===== config.mk =====
export PLATFORM = sky130hd
export DESIGN_NAME = software_timer_task_table_top
export DESIGN_NICKNAME = d
export VERILOG_FILES = /design/src/rtl/stt_pkg.sv /design/src/rtl/stt_ctrl.sv /design/src/rtl/stt_dp.sv /design/src/rtl/software_timer_task_table_top.sv
export SDC_FILE = /design/constraint.sdc
export NUM_CORES = 1
export LEC_CHECK = 0
export BUFFER_PORTS_ARGS = -buffer_cell sky130_fd_sc_hd__clkbuf_2
export CAP_MARGIN = 20
export CELL_PAD_IN_SITES_DETAIL_PLACEMENT = 0
export CELL_PAD_IN_SITES_GLOBAL_PLACEMENT = 1
export CORE_AREA = 2 2 269 271
export DETAILED_ROUTE_END_ITERATION = 16
export DIE_AREA = 0 0 271 273
export GPL_ROUTABILITY_DRIVEN = 0
export PLACE_DENSITY = 0.76
export SKIP_LAST_GASP = 1
export SLEW_MARGIN = 20
export SYNTH_ARGS = -nofsm -noshare
export SYNTH_HDL_FRONTEND = slang
export SYNTH_SLANG_ARGS = --single-unit

===== constraint.sdc =====
create_clock -name clock -period 13.7 [get_ports clock]
set_input_delay 0.685 -clock clock [delete_from_list [all_inputs] [get_ports clock]]
set_output_delay 0.685 -clock clock [all_outputs]
set_load 0.05 [all_outputs]

===== src/rtl/stt_pkg.sv =====
// Shared types and codes for the task timer table.
`timescale 1ns / 1ps

package stt_pkg;

   localparam int SLOTS        = 8;
   localparam int TASK_ID_BITS = 8;

   localparam int REQ_W   = 3;
   localparam int KIND_W  = 3;
   localparam int ID_W    = 8;
   localparam int TIME_W  = 32;
   localparam int SLOT_W  = 3;
   localparam int IDX_W   = (SLOTS > 1) ? $clog2(SLOTS) : 1;
   localparam int PERIOD_W = 16;

   typedef logic [REQ_W-1:0]        req_code_type;
   typedef logic [KIND_W-1:0]       kind_type;
   typedef logic [IDX_W-1:0]        idx_type;
   typedef logic [TASK_ID_BITS-1:0] task_type;
   typedef logic [ID_W-1:0]         id_port_type;
   typedef logic [TIME_W-1:0]       time_type;
   typedef logic [SLOT_W-1:0]       slot_port_type;

   localparam req_code_type REQ_ADD    = 3'd0;
   localparam req_code_type REQ_DELETE = 3'd1;
   localparam req_code_type REQ_QUERY  = 3'd2;
   localparam req_code_type REQ_TICK   = 3'd3;
   localparam req_code_type REQ_INSERT = 3'd4;

   localparam kind_type KIND_ADDED   = 3'd0;
   localparam kind_type KIND_DELETED = 3'd1;
   localparam kind_type KIND_QUERY   = 3'd2;
   localparam kind_type KIND_FIRED   = 3'd3;
   localparam kind_type KIND_SLEEP   = 3'd4;

   localparam idx_type  LAST_IDX = idx_type'(SLOTS - 1);
   localparam time_type ALL_ONES = '1;

   // Commands from the controller to the datapath.
   typedef struct packed {
      logic         load;
      logic         step1;
      logic         step2;
      logic         emit_final;
      idx_type      idx;
      req_code_type op;
   } cmd_type;

   // Status from the datapath to the controller.
   typedef struct packed {
      logic out_free;
      logic fire;
   } sts_type;

endpackage


===== src/rtl/stt_ctrl.sv =====
// Controller: request state machine and slot walk counter.
`timescale 1ns / 1ps

module stt_ctrl (
   input  logic                 clock,
   input  logic                 reset,
   input  logic                 req_valid,
   output logic                 req_ready,
   input  stt_pkg::req_code_type req_type,
   input  stt_pkg::sts_type     sts,
   output stt_pkg::cmd_type     cmd
);

   localparam logic [1:0] ST_IDLE  = 2'd0;
   localparam logic [1:0] ST_WALK  = 2'd1;
   localparam logic [1:0] ST_PASS2 = 2'd2;
   localparam logic [1:0] ST_FINAL = 2'd3;

   logic [1:0]            state_ff, state_in;
   stt_pkg::idx_type      idx_ff, idx_in;
   stt_pkg::req_code_type op_ff, op_in;
   logic                  accept;
   logic                  known;
   logic                  stall;

   assign req_ready = (state_ff == ST_IDLE);
   assign accept    = req_valid && req_ready;
   assign known     = (req_type == stt_pkg::REQ_ADD) || (req_type == stt_pkg::REQ_DELETE) ||
                      (req_type == stt_pkg::REQ_QUERY) || (req_type == stt_pkg::REQ_TICK) ||
                      (req_type == stt_pkg::REQ_INSERT);
   // hold the walk while a fired word cannot be placed in the output register
   assign stall     = (op_ff == stt_pkg::REQ_TICK) && sts.fire && !sts.out_free;

   always_comb begin
      state_in        = state_ff;
      idx_in          = idx_ff;
      op_in           = op_ff;
      cmd.load        = 1'b0;
      cmd.step1       = 1'b0;
      cmd.step2       = 1'b0;
      cmd.emit_final  = 1'b0;
      cmd.idx         = idx_ff;
      cmd.op          = op_ff;
      unique case (state_ff)
         ST_IDLE: begin
            if (accept) begin
               cmd.load = 1'b1;
               op_in    = req_type;
               idx_in   = '0;
               state_in = known ? ST_WALK : ST_FINAL;
            end
         end
         ST_WALK: begin
            if (!stall) begin
               cmd.step1 = 1'b1;
               if (idx_ff == stt_pkg::LAST_IDX) begin
                  idx_in   = '0;
                  state_in = (op_ff == stt_pkg::REQ_TICK) ? ST_PASS2 : ST_FINAL;
               end else begin
                  idx_in = idx_ff + 1'b1;
               end
            end
         end
         ST_PASS2: begin
            cmd.step2 = 1'b1;
            if (idx_ff == stt_pkg::LAST_IDX) begin
               idx_in   = '0;
               state_in = ST_FINAL;
            end else begin
               idx_in = idx_ff + 1'b1;
            end
         end
         ST_FINAL: begin
            if (sts.out_free) begin
               cmd.emit_final = 1'b1;
               state_in       = ST_IDLE;
            end
         end
         default: begin
            state_in = ST_IDLE;
         end
      endcase
   end

   always_ff @(posedge clock) begin
      if (reset) begin
         state_ff <= ST_IDLE;
         idx_ff   <= '0;
         op_ff    <= stt_pkg::REQ_ADD;
      end else begin
         state_ff <= state_in;
         idx_ff   <= idx_in;
         op_ff    <= op_in;
      end
   end

   a_accept_leaves_idle: assert property (@(posedge clock) disable iff (reset)
      accept |=> state_ff != ST_IDLE)
      else $error("accepted request did not start work");

   a_pass2_only_tick: assert property (@(posedge clock) disable iff (reset)
      state_ff == ST_PASS2 |-> op_ff == stt_pkg::REQ_TICK)
      else $error("second pass entered for a request that is not a tick");

   a_final_idx_zero: assert property (@(posedge clock) disable iff (reset)
      state_ff == ST_FINAL |-> idx_ff == '0)
      else $error("slot counter not rewound before the final word");

endmodule


===== src/rtl/stt_dp.sv =====
// Datapath: slot table, walk accumulators and output register.
`timescale 1ns / 1ps

module stt_dp (
   input  logic                  clock,
   input  logic                  reset,
   input  stt_pkg::cmd_type      cmd,
   output stt_pkg::sts_type      sts,
   input  stt_pkg::req_code_type req_type,
   input  stt_pkg::id_port_type  req_task_id,
   input  stt_pkg::time_type     req_timeout_value,
   input  logic                  csr_valid,
   input  stt_pkg::time_type     csr_min_sleep_threshold,
   output logic                  rsp_valid,
   input  logic                  rsp_ready,
   output stt_pkg::kind_type     rsp_result_kind,
   output stt_pkg::slot_port_type rsp_slot_index,
   output logic                  rsp_table_full,
   output stt_pkg::id_port_type  rsp_fired_id,
   output stt_pkg::time_type     rsp_result_value,
   output logic                  rsp_last
);

   logic [stt_pkg::SLOTS-1:0] used_ff;
   stt_pkg::time_type         time_ff [stt_pkg::SLOTS];
   stt_pkg::task_type         task_ff [stt_pkg::SLOTS];

   stt_pkg::time_type thr_ff;
   stt_pkg::time_type pending_ff;
   stt_pkg::task_type id_ff;
   stt_pkg::time_type tmo_ff;
   stt_pkg::time_type add_diff_ff, add_diff_in;
   stt_pkg::time_type new_time_ff, new_time_in;
   logic              pend_set_ff, pend_set_in;
   logic              found_ff;
   stt_pkg::idx_type  slot_ff;
   stt_pkg::time_type least_ff;
   stt_pkg::time_type q_ff;

   logic                  valid_ff;
   stt_pkg::kind_type     kind_ff;
   stt_pkg::slot_port_type slot_out_ff;
   logic                  full_ff;
   stt_pkg::id_port_type  fired_ff;
   stt_pkg::time_type     value_ff;
   logic                  last_ff;

   logic              cur_used;
   stt_pkg::time_type cur_time;
   stt_pkg::task_type cur_task;
   logic              hit;
   logic              fire;
   logic              add_like;
   logic              is_tick;
   logic              emit_fire;
   logic              out_free;
   logic              in_window;
   stt_pkg::time_type sub_val;

   assign cur_used  = used_ff[cmd.idx];
   assign cur_time  = time_ff[cmd.idx];
   assign cur_task  = task_ff[cmd.idx];
   assign hit       = cur_used && (cur_task == id_ff);
   assign fire      = cur_used && (cur_time == '0);
   assign add_like  = (cmd.op == stt_pkg::REQ_ADD) || (cmd.op == stt_pkg::REQ_INSERT);
   assign is_tick   = (cmd.op == stt_pkg::REQ_TICK);
   assign emit_fire = cmd.step1 && is_tick && fire;
   assign out_free  = !valid_ff || rsp_ready;
   assign sub_val   = cur_time - least_ff;

   assign sts.out_free = out_free;
   assign sts.fire     = fire;

   // insert inside the pending sleep window: shift others, start the new task at zero
   always_comb begin
      in_window   = (pending_ff != '0) && (pending_ff > req_timeout_value);
      pend_set_in = (req_type == stt_pkg::REQ_INSERT) && in_window;
      add_diff_in = pend_set_in ? (pending_ff - req_timeout_value) : '0;
      if (req_type != stt_pkg::REQ_INSERT || pending_ff == '0) begin
         new_time_in = req_timeout_value;
      end else if (in_window) begin
         new_time_in = '0;
      end else begin
         new_time_in = req_timeout_value - pending_ff;
      end
   end

   always_ff @(posedge clock) begin
      if (reset) begin
         used_ff    <= '0;
         pending_ff <= '0;
         thr_ff     <= '0;
         found_ff   <= 1'b0;
      end else begin
         if (csr_valid) begin
            thr_ff <= csr_min_sleep_threshold;
         end
         if (cmd.load) begin
            found_ff <= 1'b0;
         end
         if (cmd.step1) begin
            if ((add_like || cmd.op == stt_pkg::REQ_DELETE) && hit) begin
               used_ff[cmd.idx] <= 1'b0;
            end
            if (emit_fire) begin
               used_ff[cmd.idx] <= 1'b0;
            end
            if (add_like && !found_ff && (!cur_used || hit)) begin
               found_ff <= 1'b1;
            end
         end
         if (cmd.emit_final) begin
            if (add_like && found_ff) begin
               used_ff[slot_ff] <= 1'b1;
            end
            if (is_tick) begin
               pending_ff <= stt_pkg::time_type'(least_ff[stt_pkg::PERIOD_W-1:0]);
            end else if (add_like && pend_set_ff) begin
               pending_ff <= tmo_ff;
            end
         end
      end
   end

   always_ff @(posedge clock) begin
      if (cmd.load) begin
         id_ff       <= req_task_id[stt_pkg::TASK_ID_BITS-1:0];
         tmo_ff      <= req_timeout_value;
         add_diff_ff <= add_diff_in;
         new_time_ff <= new_time_in;
         pend_set_ff <= pend_set_in;
         least_ff    <= stt_pkg::ALL_ONES;
         q_ff        <= '0;
      end
      if (cmd.step1) begin
         if (add_like && cur_used) begin
            time_ff[cmd.idx] <= cur_time + add_diff_ff;
         end
         if (add_like && !found_ff && (!cur_used || hit)) begin
            slot_ff <= cmd.idx;
         end
         if (cmd.op == stt_pkg::REQ_QUERY && hit) begin
            q_ff <= cur_time;
         end
         if (is_tick && cur_used && !fire && cur_time < least_ff) begin
            least_ff <= cur_time;
         end
      end
      if (cmd.step2 && cur_used) begin
         time_ff[cmd.idx] <= (sub_val < thr_ff) ? '0 : sub_val;
      end
      if (cmd.emit_final && add_like && found_ff) begin
         time_ff[slot_ff] <= new_time_ff;
         task_ff[slot_ff] <= id_ff;
      end
   end

   // output register
   always_ff @(posedge clock) begin
      if (reset) begin
         valid_ff <= 1'b0;
      end else if (emit_fire || cmd.emit_final) begin
         valid_ff <= 1'b1;
      end else if (rsp_ready) begin
         valid_ff <= 1'b0;
      end
   end

   always_ff @(posedge clock) begin
      if (emit_fire) begin
         kind_ff     <= stt_pkg::KIND_FIRED;
         slot_out_ff <= '0;
         full_ff     <= 1'b0;
         fired_ff    <= stt_pkg::id_port_type'(cur_task);
         value_ff    <= '0;
         last_ff     <= 1'b0;
      end else if (cmd.emit_final) begin
         slot_out_ff <= '0;
         full_ff     <= 1'b0;
         fired_ff    <= '0;
         value_ff    <= '0;
         last_ff     <= 1'b1;
         priority case (1'b1)
            add_like: begin
               kind_ff     <= stt_pkg::KIND_ADDED;
               full_ff     <= !found_ff;
               slot_out_ff <= found_ff ? stt_pkg::slot_port_type'(slot_ff) : '0;
            end
            (cmd.op == stt_pkg::REQ_QUERY): begin
               kind_ff  <= stt_pkg::KIND_QUERY;
               value_ff <= q_ff;
            end
            is_tick: begin
               kind_ff  <= stt_pkg::KIND_SLEEP;
               value_ff <= stt_pkg::time_type'(least_ff[stt_pkg::PERIOD_W-1:0]);
            end
            default: begin
               kind_ff <= stt_pkg::KIND_DELETED;
            end
         endcase
      end
   end

   assign rsp_valid        = valid_ff;
   assign rsp_result_kind  = kind_ff;
   assign rsp_slot_index   = slot_out_ff;
   assign rsp_table_full   = full_ff;
   assign rsp_fired_id     = fired_ff;
   assign rsp_result_value = value_ff;
   assign rsp_last         = last_ff;

   a_no_overwrite: assert property (@(posedge clock) disable iff (reset)
      (emit_fire || cmd.emit_final) |-> out_free)
      else $error("result word written over one not yet taken");

   a_pending_narrow: assert property (@(posedge clock) disable iff (reset)
      (cmd.emit_final && is_tick) |=> pending_ff[stt_pkg::TIME_W-1:stt_pkg::PERIOD_W] == '0)
      else $error("sleep window wider than the reported period");

   a_slot_taken: assert property (@(posedge clock) disable iff (reset)
      (cmd.emit_final && add_like && found_ff) |=> used_ff[$past(slot_ff)])
      else $error("added task did not occupy its slot");

endmodule


===== src/rtl/software_timer_task_table_top.sv =====
// Top level of the one-shot task timer table.
`timescale 1ns / 1ps

// Table of one-shot task timers with a request channel, a response channel and
// one control register (min_sleep_threshold) written through the csr_ port.
// A request word is taken when req_valid and req_ready are high at a clock edge;
// req_ready is high only while no request is in work. Add, insert, delete and
// query walk the table once, one slot a cycle, and give one response word; an
// unknown request code skips the walk and gives a deleted word. A service tick
// walks twice (fire and find the least time, then subtract and clamp), sending
// one word per fired slot during the first walk and the sleep period word
// (rsp_last high) after the second. Each request ends with the final state and
// a return to idle, in which the next request is taken. A response sits in the
// output register until rsp_ready; a stalled receiver holds the walk only when
// the next fired word or the final word has nowhere to go, and the next request
// may be accepted while the last word still waits.
// csr_ready is always high. Synchronous reset empties the table, clears the
// pending sleep window and the threshold; no clearing pass is needed.

module software_timer_task_table_top (
   input  logic                   clock,
   input  logic                   reset,
   input  logic                   req_valid,
   output logic                   req_ready,
   input  stt_pkg::req_code_type  req_type,
   input  stt_pkg::id_port_type   req_task_id,
   input  stt_pkg::time_type      req_timeout_value,
   output logic                   rsp_valid,
   input  logic                   rsp_ready,
   output stt_pkg::kind_type      rsp_result_kind,
   output stt_pkg::slot_port_type rsp_slot_index,
   output logic                   rsp_table_full,
   output stt_pkg::id_port_type   rsp_fired_id,
   output stt_pkg::time_type      rsp_result_value,
   output logic                   rsp_last,
   input  logic                   csr_valid,
   output logic                   csr_ready,
   input  stt_pkg::time_type      csr_min_sleep_threshold
);

   stt_pkg::cmd_type cmd;
   stt_pkg::sts_type sts;

   assign csr_ready = 1'b1;

   stt_ctrl u_ctrl (
      .clock     (clock),
      .reset     (reset),
      .req_valid (req_valid),
      .req_ready (req_ready),
      .req_type  (req_type),
      .sts       (sts),
      .cmd       (cmd)
   );

   stt_dp u_dp (
      .clock                   (clock),
      .reset                   (reset),
      .cmd                     (cmd),
      .sts                     (sts),
      .req_type                (req_type),
      .req_task_id             (req_task_id),
      .req_timeout_value       (req_timeout_value),
      .csr_valid               (csr_valid),
      .csr_min_sleep_threshold (csr_min_sleep_threshold),
      .rsp_valid               (rsp_valid),
      .rsp_ready               (rsp_ready),
      .rsp_result_kind         (rsp_result_kind),
      .rsp_slot_index          (rsp_slot_index),
      .rsp_table_full          (rsp_table_full),
      .rsp_fired_id            (rsp_fired_id),
      .rsp_result_value        (rsp_result_value),
      .rsp_last                (rsp_last)
   );

endmodule


# Word level (Yosys, flattened, before mapping)
# Memory sizes are Yosys's and may differ from the RTL's. A register that Yosys moved wholly into a read port is not among the register bits.
# Index checks and enable logic that the tools add are counted.
# W data, S select, Z words.
[op_classes] mux=75 order_cmp=7 eq_ne=19 add_sub_neg=5 reduce_logical=55 n_bitwise=5
[ops] op="$mux W32" count=15
[ops] op="$sub A32 B32 Y32" count=3
[ops] op="$mux W8" count=10
[ops] op="$logic_not A32 Y1" count=2
[ops] op="$lt A32 B32 Y1" count=2
[ops] op="$mux W3" count=13
[ops] op="$add A32 B32 Y32" count=1
[ops] op="$gt A32 B32 Y1" count=1
[ops] op="$reduce_bool A32 Y1" count=1
[ops] op="$reduce_or A32 Y1" count=1
[ops] op="$mux W1" count=25
[ops] op="$logic_and A1 B1 Y1" count=24
[ops] op="$and A8 B8 Y8" count=2
[ops] op="$mux W16" count=1
[ops] op="$eq A3 B2 Y1 const B" count=4
[ops] op="$mux W2" count=6
[ops] op="$logic_or A1 B1 Y1" count=10
[ops] op="$eq A3 B3 Y1 const B" count=3
[ops] op="$pmux W3 S3" count=1
[ops] op="$eq A8 B8 Y1" count=1
[ops] op="$lt A3 B4 Y1 const B" count=2
[ops] op="$not A8 Y8" count=1
[ops] op="$or A8 B8 Y8" count=1
[ops] op="$pmux W2 S4" count=1
[ops] op="19 further kinds" count=35
[totals] wordCells=190 input_bits=80 regBits=302 mem_bits_rw=320 n_memories=2
[mem_list] name="u_dp.time_ff" words=8 word_bits=32 rd=1 rd_clocked_by_memory_dff=1 wr=1 line_no="stt_dp.sv:25" rtl="stt_pkg::time_type time_ff [stt_pkg::SLOTS];"
[mem_list] name="u_dp.task_ff" words=8 word_bits=8 rd=1 rd_clocked_by_memory_dff=1 wr=1 line_no="stt_dp.sv:26" rtl="stt_pkg::task_type task_ff [stt_pkg::SLOTS];"

# Logic depth before layout (Yosys ltp)
[depth] word_depth=16 ltp_mapped=31

# By module
# Synthesis repeated with hierarchy kept, for this count alone.
[unflattened] hier_cells=3272 area_unflattened_um2=34845.9
[modules_own_cells] module="stt_dp" seq_area_each_um2=16656.0 instances=1 cells_each=3211 area_per_inst_um2=34325.4
[modules_own_cells] module="stt_ctrl" seq_area_each_um2=160.2 instances=1 cells_each=59 area_per_inst_um2=509.2
[modules_own_cells] module="software_timer_task_table_top" seq_area_each_um2=0.0 instances=1 cells_each=2 area_per_inst_um2=11.3

# Worst setup path before layout
# OpenSTA, ideal clock, no wires.
[synth_path] path_type="reg-to-reg" start="register (tool-made name)" end="memory u_dp.time_ff[0][30] (netlist bit), data pin" arrival_time_ns=6.519 path_slack_ns=6.938 n_path_buf=8 path_stages_with_launch=31 synth_period_minus_slack_ns=6.762 cell_sequence="dfxtp_1 buf_6 buf_6 buf_6 buf_6 buf_2 buf_2 buf_1 mux4_2 mux2i_1 inv_1 ha_1 o211ai_1 a21oi_1 o41a_1 a21oi_1 nor3_1 o21ai_0 a21oi_1 a2111o_1 o211a_1 ha_1 nand4_1 nor2_1 a221oi_1 o21ai_0 a31oi_1 nor2_1 clkbuf_1 o2111ai_1 o221ai_1"
[synth_lines] element="end: declaration" line_no="stt_dp.sv:25"

==> summary.txt <==
Synth
  – Ys Warns: 0
  – Netlist Area Pre-Place: 31800 sq um
  – Synth unique cells: 79
  – Main area contributors after synthesis: edfxtp_1 41%, dfxtp_1 12%, ha_1 6.4%
  – Number of synthesized flops with an enable pin: 436
  – Yosys reg bits: 625
  – Seq/Total Area, Yosys: 53.0%
  – Synth Area per Inst: 11.8 sq um
  – Mapped Cells: 2699
  – Post-Synthesis Net Count: 2946
  – Synth async-reset ratio: 0%
  – Synth area leader: edfxtp_1
  – Top_reg_cell synth: edfxtp_1
  – Synth top area share: 41.1%

GRT
  – Antenna violations before repair: 1
  – GRT Total Usage: 24.2%
  – Largest net degree at the start of global routing: 83
  – Vias in the first global route: 22000
  – Gr ovfl total: 0
  – First-pass GRT wire length: 136 mm

Worst setup path
  – Arrival time worst endpoint: 7.96 ns
  – Crit path max fanout: 43
  – Worst-path cell chain: buf_4 > mux4_2 > mux2i_1 > inv_1 > ha_1 > a21oi_1 > nor2b_1 > a2111o_1 > a21oi_1 > nor3_1 > o21ai_0 > a21oi_1 > a2111o_1 > o211a_1 > ha_1 > nand4_1 > nor2_1 > a221oi_1 > o21ai_0 > a31oi_1 > nor2_2 > buf_4 > a22oi_1 > o21ai_0
  – WP data required: 14.03 ns
  – CP peak stage delay: 0.77 ns
  – Slowest CP cell: buf_4
  – Crit path max-delay family: compound AO/OA/AOI/OAI gates
  – Critical path class: reg2reg
  – Crit path buffers/inverters: 3
  – Setup crit end kind: register
  – CP Launch Type: register

Placement
  – DP HPWL: 64.6 mm
  – PortBufs: 129
  – Placed cell area: 33400 sq um
  – Pre-CTS setup slack: 6.24 ns
  – Placed instance count: 3676

Clock tree
  – H-tree depth: 3
  – CTS tree: built
  – Clock latency on the worst-skew pair: 0.64 ns
  – CTS clock-pin slew for the worst setup and hold paths: 0.06 ns
  – CTS Buf Count: 70
  – Hold_buf cts: 0
  – Post-CTS Resized: 0
  – Setup Buffers After CTS: 0
  – Max Buffers Root-to-Sink: 3
  – # clock sinks: 625
  – Clk root buf: clkbuf_16

Floorplanning
  – Starting Density: 44.8%
  – Core box area: 71000 sq um
  – Row Count: 98
  – Chip height: 273 microns
  – Boundary pin count: 131
  – Die X: 271 microns
  – Die ar.: 74000 sq um

Timing
  – Minimum clock period: 7.63 ns
  – Max-slew violation count: 0
  – RSZ-0062 raised after global routing: false
  – # setup viols final: 0
  – Worst setup margin: 6.07 ns
  – Worst clock skew: 0.0473 ns
  – Final period util: 55.7%
  – Fmax: 131 MHz
  – Slew @ Worst Pin: 1.05 ns
  – Setup Total Neg Slack: 0 ns
  – Relative slew slack: 29.3%
  – Final Hold Fails: 0

Final layout
  – Design area: 35800 sq um
  – Commonest non-fill, non-tap cell in the layout: edfxtp_1
  – Area grow syn2layout: 12.6%
  – # nets final: 3045
  – Layout cell share with drive strength beyond 1: 16.1%
  – Layout Utilization: 50.5%
  – Most frequent cells in the layout: 436 x edfxtp_1, 277 x nor2_1, 195 x inv_1, 186 x dfxtp_1, 163 x ha_1
  – Non-Filler Instances: 3807

Worst hold path
  – Worst Hold Class: in2reg

Route
  – Final WL: 90.7 mm
  – Avg WL per Cell: 23.8 microns
  – Number of remaining DRC errors: 0
  – Initial DRC count: 2113
  – Vias/cell: 5.83
  – Vias: 22200
  – DRT Pass-1 Iters: 8
  – DRT antenna net count: 0

Pwr
  – Pwr/cell area: 176 nW/um^2
  – Leak pwr: 13.5 nW
  – VDD IR max: 0.0000951 V

Outcome
  – Status: finished, final reports clean

Flow run
  – MaxCap Viol Count: 0
[kinds of logic (layout without fill, tap and decap cells)]
kind of cell               Yosys count  count (layout)  synth area share (%)
AOI/OAI and AO/OA                  591             591                  13.0
other                                1               2                0.0118
and+or+nand+nor                    664             664                  9.98
xor gates and xnor gates           113             113                  3.11
muxes                              205             205                  9.77
buffers and inverters              333             490                  4.43
adders and majority gates          167             167                  6.66
DFF                                625             625                  53.0
[synthesized netlist by cell type, types with 24 or more instances]
library cell and instances:
o31ai_1 26, a21oi_1 137, nor3_1 45, o21a_1 25, ha_1 163, nor4_1 27
o21ai_0 65, a221oi_1 30, a22o_1 27, nor2_1 286, o21ai_2 32, xor2_1 31
inv_1 195, xnor2_1 82, dfxtp_1 189, mux4_2 83, clkbuf_1 89, nand2_1 136
nand3_2 29, a21o_1 63, edfxtp_1 436, nand3_1 24, mux2i_1 116
[final timing paths]
path | start | endpoint | slack [ns] | cells after the start
worst min register to register | u_dp.rsp_slot_index[1] | u_dp.rsp_slot_index[1] | 0.46 | 1
worst max register to register | register | u_dp.time_ff[3][9] | 6.07 | 24
worst min-delay path | req_task_id[0] | u_dp.id_ff[0] | 0.22 | 1
worst max-delay path | register | u_dp.time_ff[3][9] | 6.07 | 24
[worst reg2reg max path, cell delays in order (launching register included)]
cell and delay, ns:
dfxtp_4 0.70, buf_4 0.80, mux4_2 0.63, mux2i_1 0.34, inv_1 0.15, ha_1 0.37
a21oi_1 0.21, nor2b_1 0.09, a2111o_1 0.40, a21oi_1 0.28, nor3_1 0.15, o21ai_0 0.26
a21oi_1 0.21, a2111o_1 0.48, o211a_1 0.13, ha_1 0.29, nand4_1 0.10, nor2_1 0.15
a221oi_1 0.09, o21ai_0 0.09, a31oi_1 0.08, nor2_2 0.10, buf_4 0.40, a22oi_1 0.18
o21ai_0 0.64
[registers in the layout, indices dropped and copies added (netlist names), 8 cells and up, named ones only]
signal,count
u_dp.add_diff_ff,32
u_dp.id_ff,8
u_dp.least_ff,32
u_dp.new_time_ff,32
u_dp.pending_ff,32
u_dp.q_ff,32
u_dp.rsp_fired_id,8
u_dp.rsp_result_value,32
u_dp.task_ff,64
u_dp.thr_ff,32
u_dp.time_ff,256
u_dp.tmo_ff,32
u_dp.used_ff,8
[power by group]
group / switching (W) / internal (W)
Sequential: 0.000108 / 0.00243
Combinational: 0.00119 / 0.000604
Clock: 0.000810 / 0.00118
[per-stage QoR]
step	total power [W]	hold slack, ns
5_1_grt	0.00660	0.212
4_1_cts	0.00633	0.195
6_report	0.00632	0.220
3_3_place_gp	0.00428	0.436
3_5_place_dp	0.00434	0.447
2_1_floorplan	0.00380	0.435
[cell type report]
cell class,instances,area [sq um]
Fill cell,6157,35200
Sequential cell,625,16900
Multi-Input combinational cell,1741,13600
Clock buffer,90,1950
Tap cell,950,1190
Timing Repair Buffer,163,905
Inverter,197,744
Clock inverter,40,527
Antenna cell,1,2.50
[routing by layer]
metal	part of all wire (%)	global-route usage [%]
met4	3.8	10.1
met2	47	39.4
met3	6.6	3.54
met1	43	32.6
met5	0	0
(Power assumes the default switching activity.)
